### src/rtl/assert_macros.svh
// assertion macros shared by the rle decoder rtl
// no dependencies; the bodies are empty when SYNTH is defined
`ifndef ASSERT_MACROS_SVH
`define ASSERT_MACROS_SVH
`ifndef SYNTH
`define ASSERT_IMP(lbl, clk, rst_n, ante, cons, msg) \
    lbl: assert property (@(posedge clk) disable iff (!rst_n) (ante) |-> (cons)) \
        else $error(msg);
`define ASSERT_NXT(lbl, clk, rst_n, ante, cons, msg) \
    lbl: assert property (@(posedge clk) disable iff (!rst_n) (ante) |=> (cons)) \
        else $error(msg);
`else
`define ASSERT_IMP(lbl, clk, rst_n, ante, cons, msg)
`define ASSERT_NXT(lbl, clk, rst_n, ante, cons, msg)
`endif
`endif

### src/rtl/lrd_pkg.sv
// shared types, character codes and match tables for the rle pattern decoder
// no dependencies
package lrd_pkg;

    typedef enum logic [6:0] {
        MODE_NORMAL  = 7'b0000001,
        MODE_COMMENT = 7'b0000010,
        MODE_HEADER  = 7'b0000100,
        MODE_SEARCH  = 7'b0001000,
        MODE_POSX    = 7'b0010000,
        MODE_POSY    = 7'b0100000,
        MODE_XCHECK  = 7'b1000000
    } t_line_mode;

    typedef struct packed {
        logic [7:0] text_byte;
        logic       end_of_text;
    } t_in_item;

    typedef struct packed {
        logic res_valid;
        logic seg_valid;
        logic done;
    } t_res_flags;

    localparam logic [7:0] CH_NUL   = 8'h00;
    localparam logic [7:0] CH_TAB   = 8'h09;
    localparam logic [7:0] CH_LF    = 8'h0A;
    localparam logic [7:0] CH_VT    = 8'h0B;
    localparam logic [7:0] CH_FF    = 8'h0C;
    localparam logic [7:0] CH_CR    = 8'h0D;
    localparam logic [7:0] CH_SPACE = 8'h20;
    localparam logic [7:0] CH_HASH  = 8'h23;
    localparam logic [7:0] CH_DOLLAR = 8'h24;
    localparam logic [7:0] CH_PLUS  = 8'h2B;
    localparam logic [7:0] CH_COMMA = 8'h2C;
    localparam logic [7:0] CH_MINUS = 8'h2D;
    localparam logic [7:0] CH_ZERO  = 8'h30;
    localparam logic [7:0] CH_NINE  = 8'h39;
    localparam logic [7:0] CH_EQ    = 8'h3D;
    localparam logic [7:0] CH_P     = 8'h50;
    localparam logic [7:0] CH_B     = 8'h62;
    localparam logic [7:0] CH_O     = 8'h6F;
    localparam logic [7:0] CH_X     = 8'h78;

    // match position of the last header character
    localparam logic [2:0] HDR_LAST = 3'd5;
    localparam logic [2:0] POS_LAST = 3'd3;

    // progress of a pos number
    localparam logic [2:0] PH_NONE   = 3'd0;
    localparam logic [2:0] PH_BLANK  = 3'd1;
    localparam logic [2:0] PH_SIGN   = 3'd2;
    localparam logic [2:0] PH_DIGITS = 3'd3;

    function automatic logic [7:0] hdr_char(input logic [2:0] idx);
        logic [7:0] ch;
        unique case (idx)
            3'd0:    ch = 8'h23;
            3'd1:    ch = 8'h43;
            3'd2:    ch = 8'h58;
            3'd3:    ch = 8'h52;
            3'd4:    ch = 8'h4C;
            3'd5:    ch = 8'h45;
            default: ch = 8'h00;
        endcase
        return ch;
    endfunction

    function automatic logic [7:0] pos_char(input logic [1:0] idx);
        logic [7:0] ch;
        unique case (idx)
            2'd0:    ch = 8'h50;
            2'd1:    ch = 8'h6F;
            2'd2:    ch = 8'h73;
            default: ch = 8'h3D;
        endcase
        return ch;
    endfunction

    function automatic logic is_digit(input logic [7:0] c);
        return (c >= CH_ZERO) && (c <= CH_NINE);
    endfunction

    function automatic logic is_blank(input logic [7:0] c);
        return (c == CH_SPACE) || (c == CH_TAB) || (c == CH_VT) || (c == CH_FF) ||
               (c == CH_CR);
    endfunction

endpackage

### src/rtl/lrd_core.sv
// per-byte decode state and next-state logic of the rle pattern decoder
// depends on lrd_pkg
module lrd_core #(
    parameter int COORD_WIDTH = 32,
    parameter int RUN_WIDTH   = 24
) (
    input  logic                   i_clk,
    input  logic                   i_rst_n,
    input  logic                   i_step,
    input  lrd_pkg::t_in_item      i_item,
    input  logic                   i_use_position,
    output lrd_pkg::t_res_flags    o_flags,
    output logic [COORD_WIDTH-1:0] o_seg_x,
    output logic [COORD_WIDTH-1:0] o_seg_y,
    output logic [RUN_WIDTH-1:0]   o_seg_len,
    output logic [31:0]            o_total
);

    localparam int CW = COORD_WIDTH;
    localparam int RW = RUN_WIDTH;
    localparam int SW = ((CW > RW) ? CW : RW) + 2;

    localparam logic [CW-1:0] COORD_MAX = {1'b0, {(CW-1){1'b1}}};
    localparam logic [CW-1:0] COORD_MIN = {1'b1, {(CW-1){1'b0}}};
    localparam logic [CW-1:0] MAG_LIMIT = {1'b1, {(CW-1){1'b0}}};
    localparam logic [RW-1:0] RUN_MAX   = {RW{1'b1}};

    lrd_pkg::t_line_mode r_mode, n_mode;
    logic [2:0]    r_hmp, n_hmp;
    logic [CW-1:0] r_offx, n_offx;
    logic [CW-1:0] r_offy, n_offy;
    logic [CW-1:0] r_acc, n_acc;
    logic          r_neg, n_neg;
    logic [CW-1:0] r_cx, n_cx;
    logic [CW-1:0] r_cy, n_cy;
    logic [RW-1:0] r_run, n_run;
    logic          r_has, n_has;
    logic          r_stopped, n_stopped;
    logic [31:0]   r_total, n_total;

    logic [7:0]    c;
    logic [3:0]    dval;
    logic [RW-1:0] run_eff;
    logic [RW+3:0] run_wide;
    logic [RW-1:0] run_digit;
    logic [CW+3:0] num_wide;
    logic [CW-1:0] num_digit;
    logic [CW-1:0] num_val;
    logic [SW-1:0] cx_sum;
    logic [SW-1:0] cy_sum;
    logic [CW-1:0] cx_adv;
    logic [CW-1:0] cy_adv;
    logic [CW:0]   sx;
    logic [CW:0]   sy;
    logic [CW-1:0] seg_x;
    logic [CW-1:0] seg_y;
    logic [32:0]   tot_sum;
    logic [31:0]   tot_adv;
    logic [31:0]   total_new;
    logic          tag;
    logic          emit;

    assign c    = i_item.text_byte;
    assign dval = c[3:0];

    assign run_eff   = (r_run == '0) ? RW'(1) : r_run;
    assign run_wide  = {r_run, 3'b000} + {2'b00, r_run, 1'b0} + (RW+4)'(dval);
    assign run_digit = (run_wide > (RW+4)'(RUN_MAX)) ? RUN_MAX : run_wide[RW-1:0];

    assign num_wide  = {r_acc, 3'b000} + {2'b00, r_acc, 1'b0} + (CW+4)'(dval);
    assign num_digit = (num_wide > (CW+4)'(MAG_LIMIT)) ? MAG_LIMIT : num_wide[CW-1:0];

    always_comb begin
        if (r_hmp != lrd_pkg::PH_DIGITS) begin
            num_val = '0;
        end else if (r_neg) begin
            num_val = CW'(~r_acc + CW'(1));
        end else begin
            num_val = r_acc[CW-1] ? COORD_MAX : r_acc;
        end
    end

    // cursors never go negative
    assign cx_sum = SW'(r_cx) + SW'(run_eff);
    assign cy_sum = SW'(r_cy) + SW'(run_eff);
    assign cx_adv = (cx_sum > SW'(COORD_MAX)) ? COORD_MAX : cx_sum[CW-1:0];
    assign cy_adv = (cy_sum > SW'(COORD_MAX)) ? COORD_MAX : cy_sum[CW-1:0];

    assign sx = {r_cx[CW-1], r_cx} + {r_offx[CW-1], r_offx};
    assign sy = {r_cy[CW-1], r_cy} + {r_offy[CW-1], r_offy};
    assign seg_x = (sx[CW] != sx[CW-1]) ? (sx[CW] ? COORD_MIN : COORD_MAX) : sx[CW-1:0];
    assign seg_y = (sy[CW] != sy[CW-1]) ? (sy[CW] ? COORD_MIN : COORD_MAX) : sy[CW-1:0];

    assign tot_sum = {1'b0, r_total} + 33'(run_eff);
    assign tot_adv = tot_sum[32] ? 32'hFFFF_FFFF : tot_sum[31:0];

    always_comb begin
        n_mode    = r_mode;
        n_hmp     = r_hmp;
        n_offx    = r_offx;
        n_offy    = r_offy;
        n_acc     = r_acc;
        n_neg     = r_neg;
        n_cx      = r_cx;
        n_cy      = r_cy;
        n_run     = r_run;
        n_has     = r_has;
        n_stopped = r_stopped;
        tag       = 1'b0;
        emit      = 1'b0;
        total_new = r_total;

        if (!r_stopped) begin
            unique case (r_mode)
                lrd_pkg::MODE_NORMAL: begin
                    if (lrd_pkg::is_digit(c)) begin
                        n_run = run_digit;
                        n_has = 1'b1;
                    end else if (r_has) begin
                        tag = 1'b1;
                    end else if (c == lrd_pkg::CH_HASH) begin
                        if (i_use_position) begin
                            n_mode = lrd_pkg::MODE_HEADER;
                            n_hmp  = 3'd1;
                        end else begin
                            n_mode = lrd_pkg::MODE_COMMENT;
                        end
                    end else if (c == lrd_pkg::CH_X) begin
                        n_mode = lrd_pkg::MODE_XCHECK;
                    end else if (c != lrd_pkg::CH_LF && c != lrd_pkg::CH_CR &&
                                 c != lrd_pkg::CH_SPACE) begin
                        tag = 1'b1;
                    end
                end
                lrd_pkg::MODE_COMMENT: begin
                    if (c == lrd_pkg::CH_LF) begin
                        n_mode = lrd_pkg::MODE_NORMAL;
                    end
                end
                lrd_pkg::MODE_HEADER: begin
                    if (c == lrd_pkg::hdr_char(r_hmp)) begin
                        if (r_hmp == lrd_pkg::HDR_LAST) begin
                            n_mode = lrd_pkg::MODE_SEARCH;
                            n_hmp  = '0;
                        end else begin
                            n_hmp = r_hmp + 3'd1;
                        end
                    end else begin
                        n_hmp  = '0;
                        n_mode = (c == lrd_pkg::CH_LF) ? lrd_pkg::MODE_NORMAL
                                                       : lrd_pkg::MODE_COMMENT;
                    end
                end
                lrd_pkg::MODE_SEARCH: begin
                    if (c == lrd_pkg::CH_LF) begin
                        n_mode = lrd_pkg::MODE_NORMAL;
                        n_hmp  = '0;
                    end else if (c == lrd_pkg::pos_char(r_hmp[1:0])) begin
                        if (r_hmp == lrd_pkg::POS_LAST) begin
                            n_mode = lrd_pkg::MODE_POSX;
                            n_hmp  = '0;
                            n_acc  = '0;
                            n_neg  = 1'b0;
                        end else begin
                            n_hmp = r_hmp + 3'd1;
                        end
                    end else begin
                        n_hmp = (c == lrd_pkg::CH_P) ? 3'd1 : 3'd0;
                    end
                end
                lrd_pkg::MODE_POSX, lrd_pkg::MODE_POSY: begin
                    if (lrd_pkg::is_digit(c)) begin
                        n_acc = num_digit;
                        n_hmp = lrd_pkg::PH_DIGITS;
                    end else if (lrd_pkg::is_blank(c) && r_hmp <= lrd_pkg::PH_BLANK) begin
                        n_hmp = lrd_pkg::PH_BLANK;
                    end else if ((c == lrd_pkg::CH_PLUS || c == lrd_pkg::CH_MINUS) &&
                                 r_hmp <= lrd_pkg::PH_BLANK) begin
                        n_neg = (c == lrd_pkg::CH_MINUS);
                        n_hmp = lrd_pkg::PH_SIGN;
                    end else begin
                        if (r_mode == lrd_pkg::MODE_POSX) begin
                            n_offx = num_val;
                        end else begin
                            n_offy = num_val;
                        end
                        n_hmp = '0;
                        n_acc = '0;
                        n_neg = 1'b0;
                        if (r_mode == lrd_pkg::MODE_POSX && c == lrd_pkg::CH_COMMA &&
                            (r_hmp == lrd_pkg::PH_NONE || r_hmp == lrd_pkg::PH_DIGITS)) begin
                            n_mode = lrd_pkg::MODE_POSY;
                        end else begin
                            n_mode = (c == lrd_pkg::CH_LF) ? lrd_pkg::MODE_NORMAL
                                                           : lrd_pkg::MODE_COMMENT;
                        end
                    end
                end
                lrd_pkg::MODE_XCHECK: begin
                    if (c == lrd_pkg::CH_SPACE || c == lrd_pkg::CH_EQ) begin
                        n_mode = lrd_pkg::MODE_COMMENT;
                    end else begin
                        n_mode    = lrd_pkg::MODE_NORMAL;
                        n_stopped = 1'b1;
                    end
                end
                default: begin
                    n_mode = lrd_pkg::MODE_NORMAL;
                end
            endcase

            if (tag) begin
                n_run = '0;
                n_has = 1'b0;
                if (c == lrd_pkg::CH_B) begin
                    n_cx = cx_adv;
                end else if (c == lrd_pkg::CH_O) begin
                    emit      = 1'b1;
                    n_cx      = cx_adv;
                    total_new = tot_adv;
                end else if (c == lrd_pkg::CH_DOLLAR) begin
                    n_cy = cy_adv;
                    n_cx = '0;
                end else begin
                    n_stopped = 1'b1;
                end
            end

            if (c == lrd_pkg::CH_NUL) begin
                n_stopped = 1'b1;
            end
        end

        n_total = total_new;

        // end of text returns everything but the config bit to reset
        if (i_item.end_of_text) begin
            n_mode    = lrd_pkg::MODE_NORMAL;
            n_hmp     = '0;
            n_offx    = '0;
            n_offy    = '0;
            n_acc     = '0;
            n_neg     = 1'b0;
            n_cx      = '0;
            n_cy      = '0;
            n_run     = '0;
            n_has     = 1'b0;
            n_stopped = 1'b0;
            n_total   = '0;
        end
    end

    always_ff @(posedge i_clk) begin
        if (!i_rst_n) begin
            r_mode    <= lrd_pkg::MODE_NORMAL;
            r_hmp     <= '0;
            r_offx    <= '0;
            r_offy    <= '0;
            r_acc     <= '0;
            r_neg     <= 1'b0;
            r_cx      <= '0;
            r_cy      <= '0;
            r_run     <= '0;
            r_has     <= 1'b0;
            r_stopped <= 1'b0;
            r_total   <= '0;
        end else if (i_step) begin
            r_mode    <= n_mode;
            r_hmp     <= n_hmp;
            r_offx    <= n_offx;
            r_offy    <= n_offy;
            r_acc     <= n_acc;
            r_neg     <= n_neg;
            r_cx      <= n_cx;
            r_cy      <= n_cy;
            r_run     <= n_run;
            r_has     <= n_has;
            r_stopped <= n_stopped;
            r_total   <= n_total;
        end
    end

    assign o_flags.res_valid = emit || i_item.end_of_text;
    assign o_flags.seg_valid = emit;
    assign o_flags.done      = i_item.end_of_text;
    assign o_seg_x   = emit ? seg_x : '0;
    assign o_seg_y   = emit ? seg_y : '0;
    assign o_seg_len = emit ? run_eff : '0;
    assign o_total   = total_new;

endmodule

### src/rtl/life_rle_pattern_decoder_unit.sv
// a byte is held in r_in and its result is registered in r_out before it reaches the master side
// throughput: one byte per cycle unless a result waits on m_tready; the per-byte state update in lrd_core is the loop
// bytes that give no result never wait on the master side
// reset: i_rst_n synchronous active low clears decode state, use_position and both stages
// top level of the rle pattern decoder; depends on lrd_pkg, lrd_core, assert_macros.svh
`include "assert_macros.svh"

module life_rle_pattern_decoder_unit #(
    parameter int COORD_WIDTH = 32,
    parameter int RUN_WIDTH   = 24
) (
    input  logic             i_clk,
    input  logic             i_rst_n,
    input  logic             i_cfg_wr_en,
    input  logic             i_cfg_wr_data,
    input  logic             s_tvalid,
    output logic             s_tready,
    input  logic [7:0]       s_tdata,   // text_byte
    input  logic             s_tlast,   // end_of_text
    output logic             m_tvalid,
    input  logic             m_tready,
    // segment_x, segment_y, segment_length, total_cells, zero fill
    output logic [((2*COORD_WIDTH+RUN_WIDTH+32+7)/8)*8-1:0] m_tdata,
    output logic             m_tuser,   // segment_valid
    output logic             m_tlast    // text_done
);

    localparam int CW      = COORD_WIDTH;
    localparam int RW      = RUN_WIDTH;
    localparam int TDATA_W = ((2*CW+RW+32+7)/8)*8;

    logic                r_use_position;
    logic                r_in_valid;
    lrd_pkg::t_in_item   r_in;
    logic                r_out_valid;
    lrd_pkg::t_res_flags r_out_flags;
    logic [CW-1:0]       r_out_x;
    logic [CW-1:0]       r_out_y;
    logic [RW-1:0]       r_out_len;
    logic [31:0]         r_out_total;

    lrd_pkg::t_res_flags core_flags;
    logic [CW-1:0]       core_x;
    logic [CW-1:0]       core_y;
    logic [RW-1:0]       core_len;
    logic [31:0]         core_total;
    logic                advance;
    logic                load_out;

    assign advance  = r_in_valid && (!core_flags.res_valid || !r_out_valid || m_tready);
    assign load_out = advance && core_flags.res_valid;
    assign s_tready = !r_in_valid || advance;

    always_ff @(posedge i_clk) begin
        if (!i_rst_n) begin
            r_use_position <= 1'b0;
        end else if (i_cfg_wr_en) begin
            r_use_position <= i_cfg_wr_data;
        end
    end

    always_ff @(posedge i_clk) begin
        if (!i_rst_n) begin
            r_in_valid <= 1'b0;
        end else if (s_tready) begin
            r_in_valid <= s_tvalid;
        end
    end

    always_ff @(posedge i_clk) begin
        if (s_tvalid && s_tready) begin
            r_in.text_byte   <= s_tdata;
            r_in.end_of_text <= s_tlast;
        end
    end

    lrd_core #(
        .COORD_WIDTH (CW),
        .RUN_WIDTH   (RW)
    ) u_core (
        .i_clk          (i_clk),
        .i_rst_n        (i_rst_n),
        .i_step         (advance),
        .i_item         (r_in),
        .i_use_position (r_use_position),
        .o_flags        (core_flags),
        .o_seg_x        (core_x),
        .o_seg_y        (core_y),
        .o_seg_len      (core_len),
        .o_total        (core_total)
    );

    always_ff @(posedge i_clk) begin
        if (!i_rst_n) begin
            r_out_valid <= 1'b0;
        end else if (load_out) begin
            r_out_valid <= 1'b1;
        end else if (m_tready) begin
            r_out_valid <= 1'b0;
        end
    end

    always_ff @(posedge i_clk) begin
        if (load_out) begin
            r_out_flags <= core_flags;
            r_out_x     <= core_x;
            r_out_y     <= core_y;
            r_out_len   <= core_len;
            r_out_total <= core_total;
        end
    end

    assign m_tvalid = r_out_valid;
    assign m_tdata  = TDATA_W'({r_out_total, r_out_len, r_out_y, r_out_x});
    assign m_tuser  = r_out_flags.seg_valid;
    assign m_tlast  = r_out_flags.done;

    `ASSERT_IMP(a_plain_result_is_done, i_clk, i_rst_n, r_out_valid && !r_out_flags.seg_valid, r_out_flags.done, "result without segment is not end of text")
    `ASSERT_IMP(a_seg_len_nonzero, i_clk, i_rst_n, r_out_valid && r_out_flags.seg_valid, r_out_len != '0, "segment of zero length")
    `ASSERT_IMP(a_total_covers_len, i_clk, i_rst_n, r_out_valid && r_out_flags.seg_valid, 33'(r_out_len) <= 33'(r_out_total), "cell total below segment length")
    `ASSERT_NXT(a_load_shows_result, i_clk, i_rst_n, load_out, r_out_valid, "loaded result not presented")

endmodule

### config.mk
export PLATFORM = sky130hd
export DESIGN_NAME = life_rle_pattern_decoder_unit
export DESIGN_NICKNAME = d
export VERILOG_FILES = /design/src/rtl/lrd_pkg.sv /design/src/rtl/lrd_core.sv /design/src/rtl/life_rle_pattern_decoder_unit.sv
export VERILOG_INCLUDE_DIRS = /design/src /design/src/rtl
export SDC_FILE = /design/constraint.sdc
export NUM_CORES = 1
export LEC_CHECK = 0
export BUFFER_PORTS_ARGS = -buffer_cell sky130_fd_sc_hd__buf_2
export CAP_MARGIN = 5
export CORE_AREA = 10 10 374 195
export CTS_CLUSTER_DIAMETER = 80
export DETAILED_ROUTE_END_ITERATION = 10
export DIE_AREA = 0 0 384 205
export PLACE_DENSITY = 0.57
export RECOVER_POWER = 100
export SYNTH_ARGS = -nofsm -noshare
export SYNTH_HDL_FRONTEND = slang
export SYNTH_SLANG_ARGS = --single-unit
export TNS_END_PERCENT = 10
### constraint.sdc
create_clock -name i_clk -period 10.05 [get_ports i_clk]
set_clock_uncertainty 0.1 [all_clocks]
set_input_delay 2.01 -clock i_clk [delete_from_list [all_inputs] [get_ports i_clk]]
set_output_delay 2.01 -clock i_clk [all_outputs]
set_load 0.01 [all_outputs]
==> impl_metrics.json <==
{
  "ys_types": 104,
  "rows": 67,
  "synth_cells": 3028,
  "nFillCells": 6594,
  "multi_input_area_um2": 16500,
  "ys_async_sr_fraction": 0,
  "failed_checks": "capacitance limit, slew limit",
  "ys.flop_type": "dfxtp_1",
  "reg2reg_depth": 10,
  "utilization": 0.429,
  "crit_path_start_kind": "flip-flop",
  "track_usage": 0.208,
  "yosys.area.top_type_share": 0.177,
  "layout-drive-gt1-share": 0.0538,
  "core_area_um2": 66300,
  "pin_count": 139,
  "grt_pass1_vias": 22100,
  "die-width_um": 384,
  "slew_headroom": -0.532,
  "area_growth_pct": 8.32,
  "required_ns": 10.40,
  "place.detailed.hpwl_mm": 65.3,
  "min_path_type": "flip-flop to flip-flop",
  "antenna_found_initial": 2,
  "vdd_drop_max_mv": 0.0939,
  "worst-slew-pin-transition_ns": 2.30,
  "setup_viol": 0,
  "grt_pass1_wl_mm": 131,
  "die_area_um2": 78700,
  "drv_slew": 253,
  "insertion_delay_ns": 0.58,
  "final_net_count": 3352,
  "crit_end": "u_core.r_cx[30]$_SDFFE_PN0P_",
  "dr.first_iter.drc_count": 2478,
  "synth_largest_area_cell": "dfxtp_1",
  "ctsHoldBuffers": 0,
  "viasPerCell": 5.93,
  "endpoint_kind": "flip-flop",
  "period_minus_slack_ns": 7.35,
  "fin_tns_setup_ns": 0,
  "status": "complete, but fails checks",
  "avgSynthCellArea_um2": 8.68,
  "synthTopCellsByCount": "nand2_1 (325), ha_1 (257), dfxtp_1 (232)",
  "drc": 0,
  "grt-ovfl-total": 0,
  "synthesis.area_um2": 26300,
  "cts-root-buf": "clkbuf_16",
  "start_util": 0.396,
  "timing.rr.start": "r_in[2]$_DFFE_PP_",
  "routed_wl_mm": 84.9,
  "syn-num-nets": 3309,
  "diodes": 0,
  "whs_ns": 0.369,
  "yosys_warnings": 0,
  "reg2reg_to": "u_core.r_cx[30]$_SDFFE_PN0P_",
  "power_leakage_nw": 12.0,
  "crit_type": "flip-flop to flip-flop",
  "register_area_um2": 8580,
  "crit_fanout": 44,
  "rsz0062_at_grt": "false",
  "synth_area_leaders": "dfxtp_1 (18%), edfxtp_1 (15%), ha_1 (12%)",
  "hold_violations": 0,
  "postCtsSetupBuffers": 0,
  "numCtsBuffers": 39,
  "place_congestion": 0.991,
  "avgRoutedWirePerCell_um": 21.2,
  "worstSetupStartpoint": "r_in[2]$_DFFE_PP_",
  "power.total_mw": 3.12,
  "firstDrtPassIters": 6,
  "yosysMostFrequentCell": "nand2_1",
  "vias": 23700,
  "max_freq_mhz": 136,
  "synth_edf_count": 131,
  "min_from": "u_core.r_cx[0]$_SDFFE_PN0P_",
  "power-per-cell-area_nw_per_um2": 109,
  "clockBufferDepth": 3,
  "r2r_slack_ns": 2.70,
  "htreeDepth": 2,
  "path_clk_slew_ns": 0.07,
  "die_h_um": 205,
  "clock_sinks": 363,
  "ys_seq_elements": 363,
  "cts_resized": 0,
  "finalCritPeriodShare": 0.732,
  "ys_seq_area_frac": 0.326,
  "worstPathArrival_ns": 7.70,
  "grt_start_max_net_pins": 75,
  "drv_cap": 7,
  "ant_nets": 0,
  "cts_tree": "yes",
  "portBuffers": 138
}
==> state kept, by name (all words and copies together), names as in the netlist, 32 cells and up <==
register,flops
u_core.r_cy,32
u_core.r_cx,32
r_out_x,32
u_core.r_acc,32
u_core.r_total,32
u_core.r_offx,32
r_out_total,32
r_out_y,32
u_core.r_offy,32
==> kinds of logic (layout without fill, tap and decap cells) <==
family	after synthesis	count (layout)	synth area share
compound gates	1018	1018	0.261
mux	17	17	0.00714
xor+xnor	180	180	0.0600
buf+inv	239	313	0.0409
fa+ha+maj	266	266	0.129
flops	363	363	0.326
simple gates	945	945	0.176
==> where the power goes <==
group	switching [mW]	leakage [nW]	internal [mW]
Combinational	0.0800	8.25	0.0272
Sequential	0.0126	3.10	1.53
Clock	0.657	0.607	0.807
==> layout by cell type, fill, tap and decap left out, types with 21 or more instances in the layout <==
cell type / netlist / layout
nand2_1: 325 / 328
ha_1: 257 / 257
o21ai_0: 198 / 232
dfxtp_1: 232 / 232
a21oi_1: 224 / 224
nor2_1: 187 / 188
clkbuf_1: 92 / 140
edfxtp_1: 131 / 131
xnor2_1: 116 / 116
a21o_1: 86 / 86
inv_1: 84 / 84
a21boi_0: 32 / 65
xor2_1: 64 / 64
nand3_1: 63 / 63
nor3_1: 57 / 56
a22o_1: 55 / 55
nor2b_1: 51 / 51
o21a_1: 41 / 43
and2_0: 2 / 40
clkbuf_16: 0 / 40
nand2b_1: 38 / 38
a31oi_1: 39 / 38
a211oi_1: 35 / 35
a31o_2: 30 / 28
and3_1: 27 / 27
and2_1: 65 / 27
o21bai_1: 27 / 27
nor4_1: 26 / 25
a22oi_1: 25 / 25
or3_1: 21 / 21
==> metal layers <==
layer / up-vias / routed length [µm] / track usage
met5: - / 0 / 0
met4: 0 / 1430 / 0.0370
met3: 112 / 8340 / 0.0486
met2: 994 / 33000 / 0.291
met1: 11400 / 42100 / 0.317
li1: 11200 / - / -
==> stage by stage <==
stage                     cells  setup slack (ns)  instance area, µm²
after floorplan            3028              1.72               26300
after global placement     3927              4.75               27500
after detailed placement   3927              4.67               27500
after CTS                  3999              4.02               28800
after global routing       3999              2.27               28500
final                      3999              2.70               28500
==> worst min path at each step <==
stage	to	slack, ns	cells after the start
after floorplan	m_tlast$_DFFE_PP_	0.33	0
after global placement	u_core.r_offy[4]$_SDFFE_PN0P_	0.35	2
after detailed placement	u_core.r_offx[22]$_SDFFE_PN0P_	0.35	2
after CTS	u_core.r_offx[22]$_SDFFE_PN0P_	0.36	2
after global routing	u_core.r_offx[0]$_SDFFE_PN0P_	0.40	2
final	u_core.r_cx[0]$_SDFFE_PN0P_	0.37	2
==> critical path: stages (launching register included) <==
cell and delay [ns]:
edfxtp_1 0.69, nand2_1 0.15, or3_1 0.27, or4_1 0.68
clkinvlp_2 1.72, nor2_1 0.85, o21a_1 0.58, o21ai_0 0.66
and2_0 0.95, o21bai_1 0.40, o2bb2ai_1 0.15
==> layout make-up <==
class / count / share of cell area
Clock inverter: 16 / 0.00466
Sequential cell: 363 / 0.301
Timing Repair Buffer: 156 / 0.0230
Clock buffer: 56 / 0.0392
Inverter: 85 / 0.0112
Multi-Input combinational cell: 2426 / 0.581
Tap cell: 897 / 0.0394
(Power assumes the default switching activity.)
